## config.mk

```make
export PLATFORM = sky130hd
export DESIGN_NAME = dlfb_front
export DESIGN_NICKNAME = d
export VERILOG_FILES = /design/src/hw/rtl/dlfb_pkg.sv /design/src/hw/rtl/dlfb_front.sv
export SDC_FILE = /design/constraint.sdc
export NUM_CORES = 1
export LEC_CHECK = 0
export BUFFER_PORTS_ARGS = -buffer_cell sky130_fd_sc_hd__buf_2
export CORE_ASPECT_RATIO = 1.75
export CORE_MARGIN = 3
export CORE_UTILIZATION = 47
export CTS_BUF_LIST = sky130_fd_sc_hd__clkbuf_8
export DETAILED_ROUTE_END_ITERATION = 12
export PLACE_DENSITY = 0.78
export REMOVE_ABC_BUFFERS = 1
export SLEW_MARGIN = 20
export SYNTH_ARGS = -nofsm -noshare
export SYNTH_HDL_FRONTEND = slang
export SYNTH_SLANG_ARGS = --single-unit
```

## constraint.sdc

```tcl
create_clock -name aclk -period 3.15 [get_ports aclk]
set_input_delay 0.4725 -clock aclk [delete_from_list [all_inputs] [get_ports aclk]]
set_output_delay 0.4725 -clock aclk [all_outputs]
set_load 0.005 [all_outputs]
```

## src/hw/rtl/dlfb_pkg.sv

```systemverilog
`timescale 1ns / 1ps
// dlfb_pkg: shared types, codes and rounding for the dense layer engine
// used by dlfb_front, dlfb_back, the top level and dlfb_checker, depends on nothing

package dlfb_pkg;

    localparam int MAX_IN_DEF    = 16;
    localparam int MAX_OUT_DEF   = 16;
    localparam int FRAC_BITS_DEF = 12;
    localparam int DATA_W        = 16;
    localparam int ACC_W         = 40;
    localparam int TDATA_W       = 24;

    localparam logic [4:0] SIZE_RST = 5'd16;

    localparam logic [1:0] CMD_WEIGHT = 2'd0;
    localparam logic [1:0] CMD_BIAS   = 2'd1;
    localparam logic [1:0] CMD_INPUT  = 2'd2;
    localparam logic [1:0] CMD_GRAD   = 2'd3;

    localparam logic CFG_IN_SIZE  = 1'b0;
    localparam logic CFG_OUT_SIZE = 1'b1;

    typedef enum logic [1:0] {
        KIND_FWD   = 2'd0,
        KIND_WGRAD = 2'd1,
        KIND_BGRAD = 2'd2,
        KIND_DX    = 2'd3
    } kind_t;

    typedef enum logic [2:0] {
        OP_NONE,
        OP_WLOAD,
        OP_BLOAD,
        OP_XSTORE,
        OP_FWD,
        OP_GRAD,
        OP_GLAST
    } op_t;

    typedef enum logic [2:0] {
        ST_IDLE,
        ST_FRUN,
        ST_FDRAIN,
        ST_FEMIT,
        ST_GRUN,
        ST_GDRAIN,
        ST_GBIAS,
        ST_GDX
    } state_t;

    typedef struct packed {
        op_t                op;
        logic [3:0]         row;
        logic [3:0]         col;
        logic [DATA_W-1:0]  value;
    } job_t;

    // round half up to frac bits, then saturate to 16 bits
    function automatic logic [DATA_W-1:0] round_sat(input logic signed [40:0] v,
                                                    input int frac);
        logic signed [40:0] t;
        t = v;
        if (frac > 0) begin
            t = v + (41'sd1 <<< (frac - 1));
        end
        t = t >>> frac;
        if (t > 41'sd32767) begin
            return 16'h7fff;
        end else if (t < -41'sd32768) begin
            return 16'h8000;
        end
        return t[DATA_W-1:0];
    endfunction

endpackage

```

## src/hw/rtl/dlfb_front.sv

```systemverilog
`timescale 1ns / 1ps
// dlfb_front: accepts stream words, classifies them into jobs, two-entry job queue
// depends on dlfb_pkg

module dlfb_front #(
    parameter int MAX_IN  = dlfb_pkg::MAX_IN_DEF,
    parameter int MAX_OUT = dlfb_pkg::MAX_OUT_DEF
) (
    input  logic                 aclk,
    input  logic                 aresetn,
    input  logic                 s_tvalid,
    output logic                 s_tready,
    input  logic [23:0]          s_tdata,
    input  logic [1:0]           s_tuser,
    input  logic [4:0]           ni,
    input  logic [5:0]           no,
    output logic                 job_valid,
    output dlfb_pkg::job_t       job,
    input  logic                 job_pop
);
    import dlfb_pkg::*;

    job_t       q_reg [2];
    logic       wptr_reg, wptr_next;
    logic       rptr_reg, rptr_next;
    logic [1:0] cnt_reg, cnt_next;
    job_t       cls;
    logic       push;

    always_comb begin
        cls.row   = s_tdata[3:0];
        cls.col   = s_tdata[7:4];
        cls.value = s_tdata[23:8];
        cls.op    = OP_NONE;
        case (s_tuser)
            CMD_WEIGHT: begin
                if (int'(cls.row) < MAX_OUT && int'(cls.col) < MAX_IN) begin
                    cls.op = OP_WLOAD;
                end
            end
            CMD_BIAS: begin
                if (int'(cls.row) < MAX_OUT) begin
                    cls.op = OP_BLOAD;
                end
            end
            CMD_INPUT: begin
                if (int'(cls.col) < MAX_IN) begin
                    cls.op = (int'(cls.col) == int'(ni) - 1) ? OP_FWD : OP_XSTORE;
                end
            end
            CMD_GRAD: begin
                if (int'(cls.row) < int'(no)) begin
                    cls.op = (int'(cls.row) == int'(no) - 1) ? OP_GLAST : OP_GRAD;
                end
            end
            default: cls.op = OP_NONE;
        endcase
    end

    assign s_tready  = (cnt_reg != 2'd2);
    assign push      = s_tvalid && s_tready && (cls.op != OP_NONE);
    assign job_valid = (cnt_reg != 2'd0);
    assign job       = q_reg[rptr_reg];

    always_comb begin
        wptr_next = wptr_reg;
        rptr_next = rptr_reg;
        cnt_next  = cnt_reg;
        if (push) begin
            wptr_next = ~wptr_reg;
        end
        if (job_pop) begin
            rptr_next = ~rptr_reg;
        end
        case ({push, job_pop})
            2'b10:   cnt_next = cnt_reg + 2'd1;
            2'b01:   cnt_next = cnt_reg - 2'd1;
            default: cnt_next = cnt_reg;
        endcase
    end

    always_ff @(posedge aclk) begin
        if (!aresetn) begin
            wptr_reg <= 1'b0;
            rptr_reg <= 1'b0;
            cnt_reg  <= 2'd0;
        end else begin
            wptr_reg <= wptr_next;
            rptr_reg <= rptr_next;
            cnt_reg  <= cnt_next;
        end
    end

    always_ff @(posedge aclk) begin
        if (push) begin
            q_reg[wptr_reg] <= cls;
        end
    end
endmodule

```

Yosys cells after proc, flatten, opt, wreduce, memory -nomap -nowiden

Memories as Yosys holds them, arrays and structs flattened. A register that Yosys moved wholly into a read port is not among the register bits.
Cells that the tools add are included.

Bits in registers: 4
Bits in writable memories: 54
Output and inout bits: 29
Memories: 1

Add/sub/neg operators: 4
Order comparisons: 1
Eq/ne operators: 8
Muxes and demuxes: 9
Bitwise operators: 2
Reductions and logical operators: 6

Memories:

| name  | depth | width | read ports | clocked after Yosys merged registers in | write ports | RTL line         | source |
|---|---|---|---|---|---|---|---|
| q_reg | 2     | 27    | 1          | 1                                       | 1           | dlfb_front.sv:23 | `job_t q_reg [2];` |

Operators by type and width:

| operator            | number |
|---|---|
| $pmux 3 s4          | 1 |
| $eq 5x7->1          | 1 |
| $sub 6x1->7 const B | 1 |
| $eq 2x2->1 const B  | 3 |
| $eq 5x6->1          | 1 |
| $lt 4x6->1          | 1 |
| $mux 3              | 2 |
| $sub 5x1->6 const B | 1 |
| $eq 2x1->1 const B  | 2 |
| $mux 1              | 4 |
| $pmux 2 s2          | 1 |
| $reduce_bool 2->1   | 2 |
| $reduce_bool 3->1   | 1 |
| $add 2x1->2 const B | 1 |
| $logic_and 1x1->1   | 2 |
| $logic_not 2->1     | 1 |
| $mux 2              | 1 |
| $ne 2x2->1 const B  | 1 |
| $not 1->1           | 2 |
| $sub 2x1->2 const B | 1 |

Depth between registers and ports, before layout

Depth after elaboration: 9
Gate-level depth with buffers: 10
Gate-level depth less buffers: 10

Worst setup path after synthesis

No wires, ideal clock.

Path type: input -> register
From: input no[1]
To: memory q_reg[1][0] (netlist name), enable pin
Library setup time: 0.411 ns
Data arrival time: 2.659 ns
Data required time: 2.739 ns
Setup slack: 0.080 ns
Cell stages on the path: 7
Buffers on the path: 0
Cells stage by stage: inv_1 -> ha_1 -> nor2b_1 -> o2111ai_1 -> a21boi_0 -> or2_2 -> nor2_1

Word-level cells in the longest chain between the ends: 9
Elaborated cells between the ends (all ways): 10

RTL lines:

| element                        | RTL line         | source |
|---|---|---|
| start: declaration             | dlfb_front.sv:16 | `input logic [5:0] no,` |
| $sub 6x1->7                    | dlfb_front.sv:53 | `cls.op = (int'(cls.row) == int'(no) - 1) ? OP_GLAST : OP_GRAD;` |
| $eq 5x7->1                     | dlfb_front.sv:53 |  |
| $mux 2                         | dlfb_front.sv:53 |  |
| $mux 3 *                       | dlfb_front.sv:52 | `if (int'(cls.row) < int'(no)) begin` |
| $pmux 3 s4 *                   | dlfb_front.sv:35 | `case (s_tuser)` |
| $reduce_bool 3->1 *            | dlfb_front.sv:61 | `assign push = s_tvalid && s_tready && (cls.op != OP_NONE);` |
| $logic_and 1x1->1 *            | dlfb_front.sv:61 |  |
| $mux 1 *                       | dlfb_front.sv:95 | `if (push) begin` |
| $mux 1 (implied by the code) * | dlfb_front.sv:96 | `q_reg[wptr_reg] <= cls;` |
| end: declaration               | dlfb_front.sv:23 |  |

Mark *: on every way between the ends. The rest lies on a longest branch, timed or not.

Final worst setup path

From: input no[1]
To: register cnt_reg[1]

Word-level cells in the longest chain between the ends: 9
Elaborated cells between the ends (all ways): 12

RTL lines:

| element                                                | RTL line         | source |
|---|---|---|
| $sub 6x1->7                                            | dlfb_front.sv:53 |  |
| $eq 5x7->1                                             | dlfb_front.sv:53 |  |
| $mux 2                                                 | dlfb_front.sv:53 |  |
| $mux 3 *                                               | dlfb_front.sv:52 |  |
| $pmux 3 s4 *                                           | dlfb_front.sv:35 |  |
| $reduce_bool 3->1 *                                    | dlfb_front.sv:61 |  |
| $logic_and 1x1->1 *                                    | dlfb_front.sv:61 |  |
| $eq 2x1->1 / $eq 2x2->1 (equally long branches)        | dlfb_front.sv:75 | `case ({push, job_pop})` |
| $pmux 2 s2 / $reduce_bool 2->1 (equally long branches) | -                |  |
| end signal: assignment                                 | dlfb_front.sv:90 | `cnt_reg <= cnt_next;` |
| end: declaration                                       | dlfb_front.sv:26 | `logic [1:0] cnt_reg, cnt_next;` |

Marks and branches as above.
A chain may end at the register's enable or synchronous reset.

==> summary.md <==
| Metric | Value |
|---|---|
| Status | `completed` |
| Dpl hpwl | `3320 um` |
| Rows | `35` |
| Post-synth design cell area | `2570 um^2` |
| Clock transition at the registers of the reported paths | `70 ps` |
| Drt pass-1 iters | `4` |
| CTS tree | `yes` |
| RSZ-0062 raised after global routing | `false` |
| First-pass GRT wire length | `7530 um` |
| Setup Buffers After CTS | `0` |
| Cell area after layout | `3240 um^2` |
| Fmax | `0.444 GHz` |
| Die ar. | `6420 um^2` |
| Final setup violation count | `0` |
| HP Class | `in2reg` |
| Mapped Cells | `167` |
| EDFF count, synth | `54` |
| Worst vdd ir | `0.000482 V` |
| LEAKAGE | `0.00127 uW` |
| Multi-input logic area | `796 um^2` |
| PwrDens | `614 nW/um^2` |
| Final worst slack | `899 ps` |
| Storage element area | `1720 um^2` |
| Final Skew | `7.07 ps` |
| Sink Count | `59` |
| Commonest register cell after synthesis | `edfxtp_1` |
| IO buf count | `69` |
| Die height | `104 um` |
| FILL cells | `431` |
| Async SR Flop Fraction | `0` |
| Critical Path AT | `2500 ps` |
| Relative slew slack | `0.702` |
| Post-route minimum period | `2250 ps` |
| Largest register FFs | `54` |
| Syn Area/Cell | `15.4 um^2` |
| Setup TNS | `0 ps` |
| Largest net degree at the start of global routing | `28` |
| Hold_ws | `335 ps` |
| Max-Cap Viols | `0` |
| Final worst-path cycle share | `0.715` |
| Fin nets | `295` |
| P&R area growth vs syn | `26.0%` |
| Number of failing hold endpoints at the final stage | `0` |
| Post-CTS Hold Fix Bufs | `0` |
| Worst slack at placement | `553 ps` |
| Initial cell density of the core | `0.485` |
| Crit Path Max Fanout | `3` |
| Library cells used by synthesis | `34` |
| Dpl cell area | `3020 um^2` |
| Initial antenna violation count | `0` |
| Max Transition Viols Final | `0` |
| Setup crit end kind | `register` |
| Vias per cell | `4.88` |
| GP Congestion | `0.841` |
| GRT overflow | `0` |
| Clk_lat worst skew | `320 ps` |
| Die Wd | `61.9 um` |
| CP Data Required Time | `3400 ps` |
| Worst Path Class, Setup | `in2reg` |
| Slew @ Worst Pin | `441 ps` |
| Seq/Total Area, Yosys | `0.670` |
| DRC violations left | `0` |
| Synth Register Bits | `59` |
| Overall Global Routing Usage | `0.159` |
| H-tree levels | `3` |
| Ports | `70` |
| Routed WL | `4580 um` |
| Clock Path Buffers | `2` |
| CTS root buf | `clkbuf_8` |
| Starting DRT DRC Count | `43` |
| Via count of the first global-routing pass | `1,756` |
| Routed WL per cell | `14.1 um` |
| Ys Warns | `0` |
| Startpoint types | `primary input` |
| # diodes | `0` |
| Via Count | `1,590` |
| Layout cells sized above 1 | `0.476` |
| Core area | `5300 um^2` |
| Cts bufs inserted | `9` |
| Final ANT Viol Nets | `0` |
| Post-CTS Resized | `0` |
-- area by class of cell --
class | count | area share
clock buffers | 9 | 0.0383
clock inverters | 7 | 0.0286
inverters | 11 | 0.0128
multi-input cells | 94 | 0.246
flip-flops and latches | 59 | 0.532
well taps | 74 | 0.0286
repair buffers | 72 | 0.114
-- through the flow --
step / cells / utilization / power (uW)
after floorplan: 164 / - / 1150
after global placement: 310 / 0.570 / 1270
after detailed placement: 310 / 0.570 / 1280
after CTS: 326 / 0.611 / 2010
after global routing: 326 / 0.611 / 2080
final: 326 / 0.611 / 1990
-- worst max-delay path, stage by stage --
cell and delay, ps:
buf_2 100, inv_1 50, ha_1 260, nor2b_1 130
o2111ai_1 200, a21boi_0 150, or2_2 340, ha_1 310
or3_1 350, a21oi_1 140
-- cell usage after synthesis, drive strengths merged, types with 2 or more instances --
cell type	number	area, um^2
nand2	5	18.8
mux2	27	304
or2	2	12.5
nand3	2	10.0
or3	2	12.5
and2	2	12.5
o21ai	3	15.0
nor3	3	15.0
xor2	4	35.0
buf	3	12.5
xnor2	9	78.8
a21oi	3	15.0
ha	7	87.6
o2111ai	2	23.8
dfxtp	5	100
nand2b	3	18.8
edfxtp	54	1620
nor2	8	32.5
inv	11	41.3
-- final timing paths --
check | slack (ps) | cells after the start | startpoint | to
hold / removal | 340 | 1 | s_tdata[10] | q_reg[1][2]$_DFFE_PP_
setup reg to reg | 1340 | 6 | cnt_reg[0]$_SDFFE_PN0P_ | cnt_reg[1]$_SDFFE_PN0P_
setup / recovery | 900 | 10 | no[1] | cnt_reg[1]$_SDFFE_PN0P_
hold reg to reg | 510 | 2 | wptr_reg$_SDFFE_PN0P_ | wptr_reg$_SDFFE_PN0P_
-- kinds of logic after synthesis --
kind of cell               count (synthesis)  share of synthesized area
DFF                                       59                      0.670
and+or+nand+nor                           32                     0.0682
muxes                                     27                      0.118
AOI/OAI and AO/OA                         15                     0.0438
buffers and inverters                     14                     0.0209
xor gates and xnor gates                  13                     0.0443
adders and majority gates                  7                     0.0341
-- report_power, final --
part,leakage (uW),internal [uW],switching [uW]
combinational,0.000620,149,149
sequential,0.000546,943,20.4
clock,0.000103,442,286
total,0.00127,1530,455
-- placed cells by master, fill, tap and decap left out, types with 3 or more instances in the layout --
| cell | Yosys | layout |
|---|---|---|
| a21oi_1 | 3 | 3 |
| buf_2 | 1 | 69 |
| buf_4 | 0 | 3 |
| clkbuf_8 | 0 | 9 |
| dfxtp_1 | 5 | 5 |
| edfxtp_1 | 54 | 54 |
| ha_1 | 7 | 7 |
| inv_1 | 11 | 11 |
| mux2_2 | 27 | 27 |
| nand2_1 | 5 | 5 |
| nand2b_1 | 3 | 3 |
| nor2_1 | 7 | 6 |
| nor3_1 | 3 | 3 |
| o21ai_0 | 3 | 3 |
| xnor2_1 | 9 | 9 |
| xor2_1 | 4 | 4 |
-- routing by layer --
layer | vias to the layer above | global-route usage | wire [um]
met5 | - | 0 | 0
met4 | 0 | 0.0774 | 94
met3 | 9 | 0.0623 | 215
met2 | 44 | 0.277 | 2640
met1 | 749 | 0.151 | 1630
li1 | 788 | - | -
Power figures use the tool's default switching activity.
